File: config.mk
export PLATFORM = sky130hd
export DESIGN_NAME = record_sort_rank_bands
export DESIGN_NICKNAME = d
export VERILOG_FILES = /design/src/sv/rsrb_pkg.sv /design/src/sv/record_sort_rank_bands.sv /design/src/sv/rsrb_cell.sv
export SDC_FILE = /design/constraint.sdc
export NUM_CORES = 2
export LEC_CHECK = 0
export BUFFER_PORTS_ARGS = -buffer_cell sky130_fd_sc_hd__buf_2
export CORE_ASPECT_RATIO = 2
export CORE_MARGIN = 1
export CORE_UTILIZATION = 50
export DETAILED_ROUTE_END_ITERATION = 10
export PLACE_DENSITY = 0.71
export SLEW_MARGIN = 10
export SYNTH_ARGS = -nofsm -noshare
export SYNTH_HDL_FRONTEND = slang
export SYNTH_SLANG_ARGS = --single-unit
File: constraint.sdc
create_clock -name i_clk -period 11.82 [get_ports i_clk]
set_input_delay 2.364 -clock i_clk [delete_from_list [all_inputs] [get_ports i_clk]]
set_output_delay 2.364 -clock i_clk [all_outputs]
set_load 0.01 [all_outputs]
File: src/sv/rsrb_pkg.sv
package rsrb_pkg;

    // field widths
    localparam int unsigned ID_W     = 32;
    localparam int unsigned FIRST_W  = 9;
    localparam int unsigned SECOND_W = 10;
    localparam int unsigned TOTAL_W  = 10;
    localparam int unsigned BAND_W   = 2;
    localparam int unsigned CFG_W    = 5;
    localparam int unsigned CFG_IDX_W = 2;

    // packed stream widths, whole bytes
    localparam int unsigned IN_TDATA_W  = 56;
    localparam int unsigned OUT_TDATA_W = 64;
    localparam int unsigned OUT_PAD_W   = OUT_TDATA_W - ID_W - FIRST_W - SECOND_W - TOTAL_W;

    // results per set are capped here
    localparam int unsigned OUT_LIMIT = 16;
    localparam int unsigned RANK_W    = $clog2(OUT_LIMIT);

    // saturation limit of the total
    localparam logic [TOTAL_W-1:0] TOTAL_MAX = {TOTAL_W{1'b1}};

    // configuration register indexes
    localparam logic [CFG_IDX_W-1:0] CFG_EXCELLENT_END = 2'd0;
    localparam logic [CFG_IDX_W-1:0] CFG_PASS_END      = 2'd1;

    // configuration reset values
    localparam logic [CFG_W-1:0] EXCELLENT_END_RST = 5'd1;
    localparam logic [CFG_W-1:0] PASS_END_RST      = 5'd5;

    // rank band codes
    localparam logic [BAND_W-1:0] BAND_EXCELLENT = 2'd0;
    localparam logic [BAND_W-1:0] BAND_PASS      = 2'd1;
    localparam logic [BAND_W-1:0] BAND_FAIL      = 2'd2;

    typedef struct packed {
        logic [TOTAL_W-1:0]  total;
        logic [SECOND_W-1:0] second;
        logic [FIRST_W-1:0]  first;
        logic [ID_W-1:0]     id;
    } t_rec;

    // commands shared by every cell of the chain
    typedef struct packed {
        logic load;
        logic pop;
        logic clear;
    } t_cell_ctl;

    typedef enum logic {
        ST_LOAD,
        ST_EMIT
    } t_state;

endpackage

File: src/sv/record_sort_rank_bands.sv
// Sorts a set of scored records into descending order of total score.
// Input channel (i_s_*): one record per item, tlast marks the final record of
// the set. Each record is inserted into a chain of MAX_RECORDS cells as it
// arrives, so an item is taken every cycle while loading; a record arriving
// with the chain full is dropped.
// Output channel (o_m_*): after the item with tlast is accepted, the input
// stalls and the stored records leave best first, one item per cycle while
// tready is high, from the cycle after that acceptance. tlast marks the final
// result, tuser holds the rank band (excellent, pass, fail) set by the two band
// boundaries. At most 16 results leave per set; the chain is then emptied and
// loading resumes in the next cycle. Equal totals keep their arrival order.
// The emit rate is set by the single head cell that feeds the output.
// When the receiver holds tready low, the head result simply waits in the
// chain and nothing is lost.
// Configuration port: index 0 excellent boundary, index 1 pass boundary, always
// ready; the user must write it only while idle, not enforced by the block.
// Reset empties the chain and loads the boundaries with 1 and 5.
module record_sort_rank_bands #(
    parameter int unsigned MAX_RECORDS = 16
) (
    input  logic                                   i_clk,
    input  logic                                   i_rst_n,
    // input records
    input  logic                                   i_s_tvalid,
    output logic                                   o_s_tready,
    // [31:0] record_id, [40:32] first_score, [50:41] second_score, rest zero
    input  logic [rsrb_pkg::IN_TDATA_W-1:0]        i_s_tdata,
    input  logic                                   i_s_tlast,
    // sorted results
    output logic                                   o_m_tvalid,
    input  logic                                   i_m_tready,
    // [31:0] out_id, [40:32] out_first, [50:41] out_second, [60:51] total_score
    output logic [rsrb_pkg::OUT_TDATA_W-1:0]       o_m_tdata,
    // [1:0] rank_band
    output logic [rsrb_pkg::BAND_W-1:0]            o_m_tuser,
    output logic                                   o_m_tlast,
    // configuration writes
    input  logic                                   i_cfg_valid,
    output logic                                   o_cfg_ready,
    input  logic [rsrb_pkg::CFG_IDX_W-1:0]         i_cfg_index,
    input  logic [rsrb_pkg::CFG_W-1:0]             i_cfg_data
);

    rsrb_pkg::t_state    r_state;
    rsrb_pkg::t_state    n_state;
    logic [rsrb_pkg::RANK_W-1:0] r_rank;
    logic [rsrb_pkg::RANK_W-1:0] n_rank;
    logic [rsrb_pkg::CFG_W-1:0]  r_excellent_end;
    logic [rsrb_pkg::CFG_W-1:0]  r_pass_end;

    rsrb_pkg::t_cell_ctl ctl;
    rsrb_pkg::t_rec      new_rec;
    rsrb_pkg::t_rec      cell_rec [MAX_RECORDS];
    logic [MAX_RECORDS-1:0] cell_valid;
    logic [MAX_RECORDS-1:0] cell_keep;

    logic [rsrb_pkg::FIRST_W+rsrb_pkg::SECOND_W-1:0] first_ext;
    logic [rsrb_pkg::FIRST_W+rsrb_pkg::SECOND_W-1:0] second_ext;
    logic [rsrb_pkg::FIRST_W+rsrb_pkg::SECOND_W-1:0] sum;

    logic in_acc;
    logic out_acc;
    logic last_res;
    logic [rsrb_pkg::CFG_W-1:0] rank_ext;

    // unpack the incoming record and saturate its total
    assign first_ext  = {{rsrb_pkg::SECOND_W{1'b0}}, i_s_tdata[40:32]};
    assign second_ext = {{rsrb_pkg::FIRST_W{1'b0}}, i_s_tdata[50:41]};
    assign sum        = first_ext + second_ext;

    always_comb begin
        new_rec.id     = i_s_tdata[31:0];
        new_rec.first  = i_s_tdata[40:32];
        new_rec.second = i_s_tdata[50:41];
        if (sum > {{rsrb_pkg::FIRST_W{1'b0}}, rsrb_pkg::TOTAL_MAX}) begin
            new_rec.total = rsrb_pkg::TOTAL_MAX;
        end else begin
            new_rec.total = sum[rsrb_pkg::TOTAL_W-1:0];
        end
    end

    // handshakes
    assign o_s_tready = (r_state == rsrb_pkg::ST_LOAD);
    assign in_acc     = i_s_tvalid && o_s_tready;
    assign o_m_tvalid = (r_state == rsrb_pkg::ST_EMIT) && cell_valid[0];
    assign out_acc    = o_m_tvalid && i_m_tready;
    assign o_cfg_ready = 1'b1;

    // final result: chain runs dry after the head, or the result cap is reached
    assign last_res = !cell_valid[1] || (r_rank == rsrb_pkg::RANK_W'(rsrb_pkg::OUT_LIMIT - 1));

    // chain commands; a full chain drops the new record
    always_comb begin
        ctl.load  = in_acc && !cell_valid[MAX_RECORDS-1];
        ctl.pop   = out_acc && !last_res;
        ctl.clear = out_acc && last_res;
    end

    // chain of insertion cells
    for (genvar g = 0; g < MAX_RECORDS; g++) begin : g_cell
        rsrb_pkg::t_rec prev_rec;
        rsrb_pkg::t_rec next_rec;
        logic           prev_valid;
        logic           prev_keep;
        logic           next_valid;

        if (g == 0) begin : g_head
            assign prev_rec   = new_rec;
            assign prev_valid = 1'b1;
            assign prev_keep  = 1'b1;
        end else begin : g_body
            assign prev_rec   = cell_rec[g-1];
            assign prev_valid = cell_valid[g-1];
            assign prev_keep  = cell_keep[g-1];
        end

        if (g == MAX_RECORDS - 1) begin : g_tail
            assign next_rec   = '0;
            assign next_valid = 1'b0;
        end else begin : g_inner
            assign next_rec   = cell_rec[g+1];
            assign next_valid = cell_valid[g+1];
        end

        rsrb_cell u_cell (
            .i_clk       (i_clk),
            .i_rst_n     (i_rst_n),
            .i_ctl       (ctl),
            .i_new_rec   (new_rec),
            .i_prev_rec  (prev_rec),
            .i_prev_valid(prev_valid),
            .i_prev_keep (prev_keep),
            .i_next_rec  (next_rec),
            .i_next_valid(next_valid),
            .o_rec       (cell_rec[g]),
            .o_valid     (cell_valid[g]),
            .o_keep      (cell_keep[g])
        );
    end

    // load and emit sequencing
    always_comb begin
        n_state = r_state;
        n_rank  = r_rank;
        unique case (r_state)
            rsrb_pkg::ST_LOAD: begin
                n_rank = '0;
                if (in_acc && i_s_tlast) begin
                    n_state = rsrb_pkg::ST_EMIT;
                end
            end
            rsrb_pkg::ST_EMIT: begin
                if (out_acc) begin
                    if (last_res) begin
                        n_state = rsrb_pkg::ST_LOAD;
                        n_rank  = '0;
                    end else begin
                        n_rank = r_rank + 1'b1;
                    end
                end
            end
            default: begin
                n_state = rsrb_pkg::ST_LOAD;
            end
        endcase
    end

    always_ff @(posedge i_clk) begin
        if (!i_rst_n) begin
            r_state <= rsrb_pkg::ST_LOAD;
            r_rank  <= '0;
        end else begin
            r_state <= n_state;
            r_rank  <= n_rank;
        end
    end

    // band boundary registers
    always_ff @(posedge i_clk) begin
        if (!i_rst_n) begin
            r_excellent_end <= rsrb_pkg::EXCELLENT_END_RST;
            r_pass_end      <= rsrb_pkg::PASS_END_RST;
        end else if (i_cfg_valid && o_cfg_ready) begin
            unique case (i_cfg_index)
                rsrb_pkg::CFG_EXCELLENT_END: r_excellent_end <= i_cfg_data;
                rsrb_pkg::CFG_PASS_END:      r_pass_end      <= i_cfg_data;
                default: begin
                end
            endcase
        end
    end

    // rank band of the head result, fail taking precedence
    assign rank_ext = {{(rsrb_pkg::CFG_W - rsrb_pkg::RANK_W){1'b0}}, r_rank};

    always_comb begin
        priority if (rank_ext >= r_pass_end) begin
            o_m_tuser = rsrb_pkg::BAND_FAIL;
        end else if (rank_ext < r_excellent_end) begin
            o_m_tuser = rsrb_pkg::BAND_EXCELLENT;
        end else begin
            o_m_tuser = rsrb_pkg::BAND_PASS;
        end
    end

    // result payload straight from the head cell
    assign o_m_tdata = {{rsrb_pkg::OUT_PAD_W{1'b0}}, cell_rec[0].total, cell_rec[0].second,
                        cell_rec[0].first, cell_rec[0].id};
    assign o_m_tlast = last_res;

endmodule

File: src/sv/rsrb_cell.sv
module rsrb_cell (
    input  logic                  i_clk,
    input  logic                  i_rst_n,
    input  rsrb_pkg::t_cell_ctl   i_ctl,
    input  rsrb_pkg::t_rec        i_new_rec,
    input  rsrb_pkg::t_rec        i_prev_rec,
    input  logic                  i_prev_valid,
    input  logic                  i_prev_keep,
    input  rsrb_pkg::t_rec        i_next_rec,
    input  logic                  i_next_valid,
    output rsrb_pkg::t_rec        o_rec,
    output logic                  o_valid,
    output logic                  o_keep
);

    rsrb_pkg::t_rec r_rec;
    rsrb_pkg::t_rec n_rec;
    logic           r_valid;
    logic           n_valid;

    // stored record stays ahead of the new one when its total is not lower
    assign o_keep  = r_valid && (r_rec.total >= i_new_rec.total);
    assign o_rec   = r_rec;
    assign o_valid = r_valid;

    // insert, shift towards the head, or clear
    always_comb begin
        n_rec   = r_rec;
        n_valid = r_valid;
        priority if (i_ctl.clear) begin
            n_valid = 1'b0;
        end else if (i_ctl.pop) begin
            n_rec   = i_next_rec;
            n_valid = i_next_valid;
        end else if (i_ctl.load) begin
            if (!o_keep) begin
                n_rec = i_prev_keep ? i_new_rec : i_prev_rec;
            end
            n_valid = r_valid | i_prev_valid;
        end
    end

    always_ff @(posedge i_clk) begin
        if (!i_rst_n) begin
            r_valid <= 1'b0;
        end else begin
            r_valid <= n_valid;
        end
    end

    // payload needs no reset
    always_ff @(posedge i_clk) begin
        r_rec <= n_rec;
    end

endmodule

# Word level (Yosys, flattened, before mapping)
# Cells that the tools add are included.
word_totals:
  inputBits: 69
  word_cells: 293
  latchBits: 0
  romBits: 0
  ramBits: 0
  regBits: 1007
  mem_count: 0
classes:
  bitwise_logic: 18
  shift: 0
  addsub: 2
  mux: 102
  multipliers: 0
  magnitude_cmp: 19
  reduce_logical: 49
  div_mod_pow: 0
  n_eq_ne: 19
op_table:
  columns: ["operator", "count"]
  rows:
  - ["two-way mux 61 bit", 62]
  - ["greater-or-equal comparator 10 bit", 16]
  - ["AND reduction 3 bit", 16]
  - ["two-way mux 1 bit", 34]
  - ["!= test 2 bit, second input constant", 16]
  - ["logical AND 1 bit", 23]
  - ["bitwise OR 1 bit", 15]
  - ["adder 9 x 10 -> 11 bit", 1]
  - ["greater-than comparator 11 x 10 -> 1 bit, second input constant", 1]
  - ["two-way mux 10 bit", 1]
  - ["two-way mux 4 bit", 2]
  - ["case mux 4 bit (2 select lines)", 1]
  - ["greater-or-equal comparator 4 x 5 -> 1 bit", 1]
  - ["less-than comparator 4 x 5 -> 1 bit", 1]
  - ["adder 4 x 1 -> 4 bit, second input constant", 1]
  - ["equality test 4 bit, second input constant", 1]
  - ["AND reduction 2 bit", 2]
  - ["zero test 1 bit", 3]
  - ["inverter 1 bit", 3]
  - ["OR reduction 3 bit", 1]
  - ["equality test 2 x 1 -> 1 bit, second input constant", 1]
  - ["zero test 2 bit", 1]
  - ["two-way mux 2 bit", 1]
  - ["!= test 2 x 1 -> 1 bit, second input constant", 1]
  - ["other kinds (4)", 4]

# Longest topological paths before layout
depth:
  ltp_word: 9
  mapped_depth: 21

# By module
# A second synthesis with hierarchy kept.
unflattened:
  cells_unflattened: 5107
  area_unflattened_um2: 55547.0
modules_own_cells:
  columns: ["module", "area_per_inst_um2", "seq_area_each_um2", "cells_each", "n_inst"]
  rows:
  - ["rsrb_cell at g_cell[0].u_cell ...", 3387.0, 1851.8, 309, 12]
  - ["rsrb_cell at g_cell[10].u_cell ...", 3399.5, 1851.8, 309, 4]
  - ["record_sort_rank_bands", 1305.0, 300.3, 163, 1]

# Least setup slack after synthesis
# Ideal clock, no wire load.
synth_timing:
  path_type: "input to register"
  from: "in i_s_tdata[32] in the netlist's numbering"
  to: "reg g_cell[2].u_cell.r_rec, in the netlist g_cell[2].u_cell.o_rec[0] (enable)"
  path_slack_ns: 2.315
  arrival_time_ns: 9.005
  stages: 20
  required_time_ns: 11.320
  setup_ns: 0.500
  cell_sequence: "ha_1 > inv_1 > fa_1 > nand2b_1 > a211oi_1 > nor3_1 > o31ai_2 > buf_2 > nand2b_1 > inv_1 > ha_1 > o21ai_0 > a21oi_1 > o21a_1 > o31ai_1 > o211ai_1 > or2_2 > buf_2 > clkbuf_1 > a21oi_1"
synth_between:
  elab_chain_len: 7
synth_lines:
  columns: ["element", "line", "source"]
  rows:
  - ["start, declared", "record_sort_rank_bands.sv:27", "input logic [rsrb_pkg::IN_TDATA_W-1:0] i_s_tdata,"]
  - ["adder 9 x 10 -> 11 bit (*)", "record_sort_rank_bands.sv:69", "assign sum = first_ext + second_ext;"]
  - ["greater-than comparator 11 x 10 -> 1 bit", "record_sort_rank_bands.sv:75", "if (sum > {{rsrb_pkg::FIRST_W{1'b0}}, rsrb_pkg::TOTAL_MAX}) begin"]
  - ["two-way mux 10 bit (*)", "record_sort_rank_bands.sv:75", null]
  - ["greater-or-equal comparator 10 bit (*)", "rsrb_cell.sv:22", "assign o_keep = r_valid && (r_rec.total >= i_new_rec.total);"]
  - ["logical AND 1 bit (*)", "rsrb_cell.sv:22", null]
  - ["!= test 2 bit (no line) (*)", null, null]
  - ["AND reduction 3 bit (no line) (*)", null, null]
  - ["end signal, assigned", "rsrb_cell.sv:53", "r_rec <= n_rec;"]
  - ["end, declared", "rsrb_cell.sv:16", "rsrb_pkg::t_rec r_rec;"]
# Mark *: on every way between the ends. The rest lies on a longest branch, timed or not.
# A chain may end at the register's enable or synchronous reset.

# Final worst setup path
layout_timing:
  from: "in i_s_tdata[32] in the netlist's numbering"
  to: "reg g_cell[2].u_cell.r_rec, in the netlist g_cell[2].u_cell.o_rec[5] (enable)"
# Same word-level chain as after synthesis.

==> implementation parameters <==
Parameter                              Value

Critical path
  Worst path slowest cell ... sky130_fd_sc_hd__buf_4
  CP cell instances ... buf_2 -> ha_1 -> inv_1 -> fa_1 -> nand2b_1 -> a211oi_1 -> nor3_1 -> o31ai_2 -> buf_4 -> nand2b_1 -> inv_1 -> ha_1 -> o21ai_0 -> a21oi_1 -> o21a_1 -> o31ai_1 -> o211ai_1 -> or2_4 -> a21oi_4 -> buf_4
  Startpoint types ... input port
  Critical path depth ... 20
  Capturing element type of the critical path ... flop
  Dominant delay contributor by cell family on the critical path ... compound AO/OA/AOI/OAI gates
  Required time of the critical path ... 12.13 ns
  Max Fanout on Critical Path ... 45
  Critical path data arrival time ... 8.83 ns
  Worst Path Buf+Inv ... 5
  Maximum cell stage delay along the critical path ... 0.90 ns
  Crit Path Category ... in2reg
  Reg2reg path depth ... 6

Yosys
  Warnings from Yosys ... 0
  Compound-Gate Fraction of Synth Area ... 16.6%
  Post-synthesis share of cell area spent on and, or, nand and nor gates ... 16.0%
  Share of async-settable or async-resettable flops after synthesis ... 0%
  Share of synthesized cell area in full adder, half adder and majority cells ... 3.91%
  Parity-gate share of the synthesized area counting xor and xnor cells ... 0.117%
  Number of enable flip-flop cells after synthesis ... 976
  Post-synthesis cell type count ... 54
  Post-Syn Instances ... 5131
  Sequential area share after synthesis ... 57.3%
  Mean post-synth cell area ... 10.2 um^2
  Dominant register cell in the synthesized netlist ... sky130_fd_sc_hd__edfxtp_1
  Post-synthesis cell area ... 0.0523 mm^2
  Share of synthesized area spent on multiplexers ... 1.61%
  Combinational family with the most area after synthesis ... compound AO/OA/AOI/OAI gates
  Number of synthesized register bits ... 1007

CTS
  Clock Sinks ... 1007
  Setup Fix Bufs, Post-CTS ... 0
  Clock slew seen by the registers of the worst setup and hold paths ... 0.07 ns
  Number of buffers created by CTS ... 92
  Maximum buffer depth of the clock tree ... 3
  Master cell of the clock root buffer ... sky130_fd_sc_hd__clkbuf_16
  Post-cts hold buffer count ... 0
  H-tree depth ... 3
  Latest clock arrival within the worst-skew pair ... 0.71 ns
  TritonCTS clock tree ... yes
  Post-cts sizing count ... 0

Detailed routing
  Overall routed net length ... 163000 um
  Number of detailed-route iterations in the first pass ... 7
  DRC violations left ... 0
  Via density per instance ... 6.56
  Starting DRC count in detailed routing ... 5199
  Remaining number of nets flagged by the antenna check after routing ... 0
  DR WL/cell ... 25.4 um
  Via count ... 42000

Finish
  Final cell utilization of the core ... 54.5%
  Count of non-filler cells in the finished layout ... 6404
  Multi-input gate area in the final layout ... 0.0202 mm^2
  Fill cell instance count of the final layout ... 9162
  Cell area after layout ... 0.0564 mm^2
  Share of layout cells above drive strength 1 ... 7.81%
  Register area ... 0.0299 mm^2
  Layout Nets ... 5191
  Area growth syn-to-layout ... 7.99%

Global route
  Grt ovf ... 0
  Via count of the first global-routing pass ... 40900
  Global-route wire length before repair ... 247000 um
  Antenna violations before repair ... 19
  Global-route usage over all layers ... 30.6%
  Pin count of the biggest net entering global routing ... 233

Placement
  Post-DP HPWL ... 96200 um
  # port buffers ... 129
  Area after detailed placement ... 0.0535 mm^2
  Placed cell count ... 6227
  Routability cong. ... 0.878

STA
  Setup TNS ... 0 ns
  Min Tclk post-route ... 8.51 ns
  Count of final setup violators ... 0
  Final worst path period share ... 72.0%
  Max-slew violation count ... 0
  Setup repair after global routing missed its margin ... false
  Post-route worst hold slack ... 0.500 ns
  Worst slew slack as a fraction of its limit ... 13.7%
  Max Fclk ... 117 MHz
  Worst-margin pin slew ... 1.29 ns
  Worst clock skew on the final layout ... 0.0308 ns
  Fin. Hold Viols ... 0

Die
  Die area ... 0.106 mm^2
  Chip height ... 459 um
  Die Width ... 231 um
  Placeable core region ... 0.104 mm^2
  Number of placed I/O pins ... 139
  Starting density of the core ... 50.4%
  Site Rows ... 167

Power
  Largest voltage drop on the vdd net ... 0.114 mV
  Static Leakage ... 21.1 nW
  Cell area power density ... 156 mW/mm^2

Run
  MaxCap Viol Count ... 0

Min path
  Worst hold-check path type ... reg2reg
  Worst Hold Depth ... 2

Run status
  Status ... completed
==> worst min-delay path, cell delays in order, from the launching register on <==
cell,delay (ns)
sky130_fd_sc_hd__dfxtp_1,0.34
sky130_fd_sc_hd__mux2i_1,0.07
sky130_fd_sc_hd__nand2_1,0.06
==> cell usage in the layout, fill, tap and decap left out, drive strengths merged, types with 4 or more instances in the layout <==
cell type  synthesis  layout
o21a              10      10
o21ai            184     184
a211oi            21      21
bufinv             0       8
a21oi            512     512
xnor2              5       5
clkbuf           288     112
a21o              18      18
nor3              18      18
diode              0       9
a31oi              5       5
edfxtp           976     976
conb               2       4
and2              11      11
a41oi             10      10
mux2i             84      84
a21boi             5       5
nor2b             10      10
o31ai              7       7
maj3              11      11
or2                5       5
inv               60      62
nand4              6       6
dfxtp             31      31
o221a              4       4
o211ai           479     479
nor2             386     386
nand2b            20      20
a221o             55      55
clkinv             0      42
nand2            942     942
nand3            584     584
o22ai             11      11
ha               152     152
buf              178     208
clkinvlp           0       4
o221ai            21      21
a22oi              9       9
==> logic make-up after synthesis <==
group	after synthesis
buf+inv	526
flops	1007
fa+ha+maj	164
compound gates	1353
simple gates	1988
xor+xnor	7
mux	84
other cells	2
==> synthesized netlist by cell type (2+ instances only) <==
| library cell | instances | share of area [%] |
|---|---|---|
| sky130_fd_sc_hd__and2_0 | 4 | 0.048 |
| sky130_fd_sc_hd__dfxtp_1 | 31 | 1.2 |
| sky130_fd_sc_hd__o221a_2 | 4 | 0.086 |
| sky130_fd_sc_hd__clkbuf_1 | 288 | 2.1 |
| sky130_fd_sc_hd__a41oi_1 | 10 | 0.17 |
| sky130_fd_sc_hd__a22oi_4 | 5 | 0.20 |
| sky130_fd_sc_hd__o21ai_1 | 6 | 0.057 |
| sky130_fd_sc_hd__nor2_1 | 385 | 2.8 |
| sky130_fd_sc_hd__a211oi_1 | 21 | 0.30 |
| sky130_fd_sc_hd__nor3b_1 | 2 | 0.029 |
| sky130_fd_sc_hd__o31ai_1 | 6 | 0.086 |
| sky130_fd_sc_hd__maj3_2 | 8 | 0.17 |
| sky130_fd_sc_hd__xor2_1 | 2 | 0.034 |
| sky130_fd_sc_hd__or2_2 | 5 | 0.060 |
| sky130_fd_sc_hd__nand4_1 | 6 | 0.072 |
| sky130_fd_sc_hd__buf_2 | 110 | 1.1 |
| sky130_fd_sc_hd__nand3_1 | 584 | 5.6 |
| sky130_fd_sc_hd__inv_1 | 60 | 0.43 |
| sky130_fd_sc_hd__a21oi_1 | 512 | 4.9 |
| sky130_fd_sc_hd__buf_1 | 15 | 0.11 |
| sky130_fd_sc_hd__o22ai_1 | 11 | 0.13 |
| sky130_fd_sc_hd__buf_4 | 47 | 0.68 |
| sky130_fd_sc_hd__a22oi_1 | 4 | 0.057 |
| sky130_fd_sc_hd__nand2b_1 | 20 | 0.24 |
| sky130_fd_sc_hd__nor2b_1 | 10 | 0.12 |
| sky130_fd_sc_hd__nand2_1 | 942 | 6.8 |
| sky130_fd_sc_hd__maj3_1 | 3 | 0.057 |
| sky130_fd_sc_hd__a221o_1 | 55 | 1.1 |
| sky130_fd_sc_hd__ha_1 | 152 | 3.6 |
| sky130_fd_sc_hd__conb_1 | 2 | 0.014 |
| sky130_fd_sc_hd__and2_1 | 6 | 0.072 |
| sky130_fd_sc_hd__a21o_1 | 18 | 0.26 |
| sky130_fd_sc_hd__o21ai_0 | 178 | 1.7 |
| sky130_fd_sc_hd__o211ai_1 | 479 | 6.9 |
| sky130_fd_sc_hd__o221ai_1 | 21 | 0.35 |
| sky130_fd_sc_hd__a21boi_0 | 5 | 0.072 |
| sky130_fd_sc_hd__xnor2_1 | 5 | 0.084 |
| sky130_fd_sc_hd__edfxtp_1 | 976 | 56 |
| sky130_fd_sc_hd__mux2i_1 | 84 | 1.6 |
| sky130_fd_sc_hd__a31oi_1 | 4 | 0.048 |
| sky130_fd_sc_hd__nor3_1 | 18 | 0.17 |
| sky130_fd_sc_hd__buf_6 | 6 | 0.13 |
| sky130_fd_sc_hd__o21a_1 | 10 | 0.14 |
==> registers in the layout (all words and copies together), names as in the netlist <==
signal and cells:
r_excellent_end 5, r_state 1, r_rank 4, g_cell.u_cell.o_valid 16, r_pass_end 5, g_cell.u_cell.o_rec 976
==> layer usage <==
metal / track usage, % / wire length, um / up-vias
met5: 0 / 35 / -
met4: 19.3 / 10500 / 6
met3: 3.84 / 11700 / 530
met2: 53.2 / 82700 / 2145
met1: 35.5 / 58000 / 20600
li1: - / - / 18700
==> through the flow <==
stage / worst slack [ns] / total power (W)
floorplan: 2.31 / 0.00532
global placement: 2.83 / 0.00574
detailed placement: 2.76 / 0.00579
CTS: 3.47 / 0.00882
global route: 3.14 / 0.00907
finish: 3.31 / 0.00880
==> where the power goes <==
part	switching [W]	total, W	internal (W)
Combinational	0.000787	0.00118	0.000391
Sequential	0.000196	0.00455	0.00436
Clock	0.00143	0.00307	0.00164
==> path summary, 6_finish.rpt <==
kind         slack (ns)                        end                     start
max                3.31  g_cell[2].u_cell.o_rec[5]             i_s_tdata[32]
min                0.50         r_excellent_end[0]        r_excellent_end[0]
max reg2reg        7.32  g_cell[2].u_cell.o_rec[5]  g_cell[0].u_cell.o_valid
min reg2reg        0.50         r_excellent_end[0]        r_excellent_end[0]
==> cell type report <==
class	instances	area share, %
tap	1352	3.00
multi-input combinational	3600	35.9
antenna	9	0.0399
clock buffer	112	4.29
sequential	1007	53.0
timing repair buffer	208	2.46
clock inverter	56	0.902
inverter	60	0.404
(Power assumes the default switching activity.)
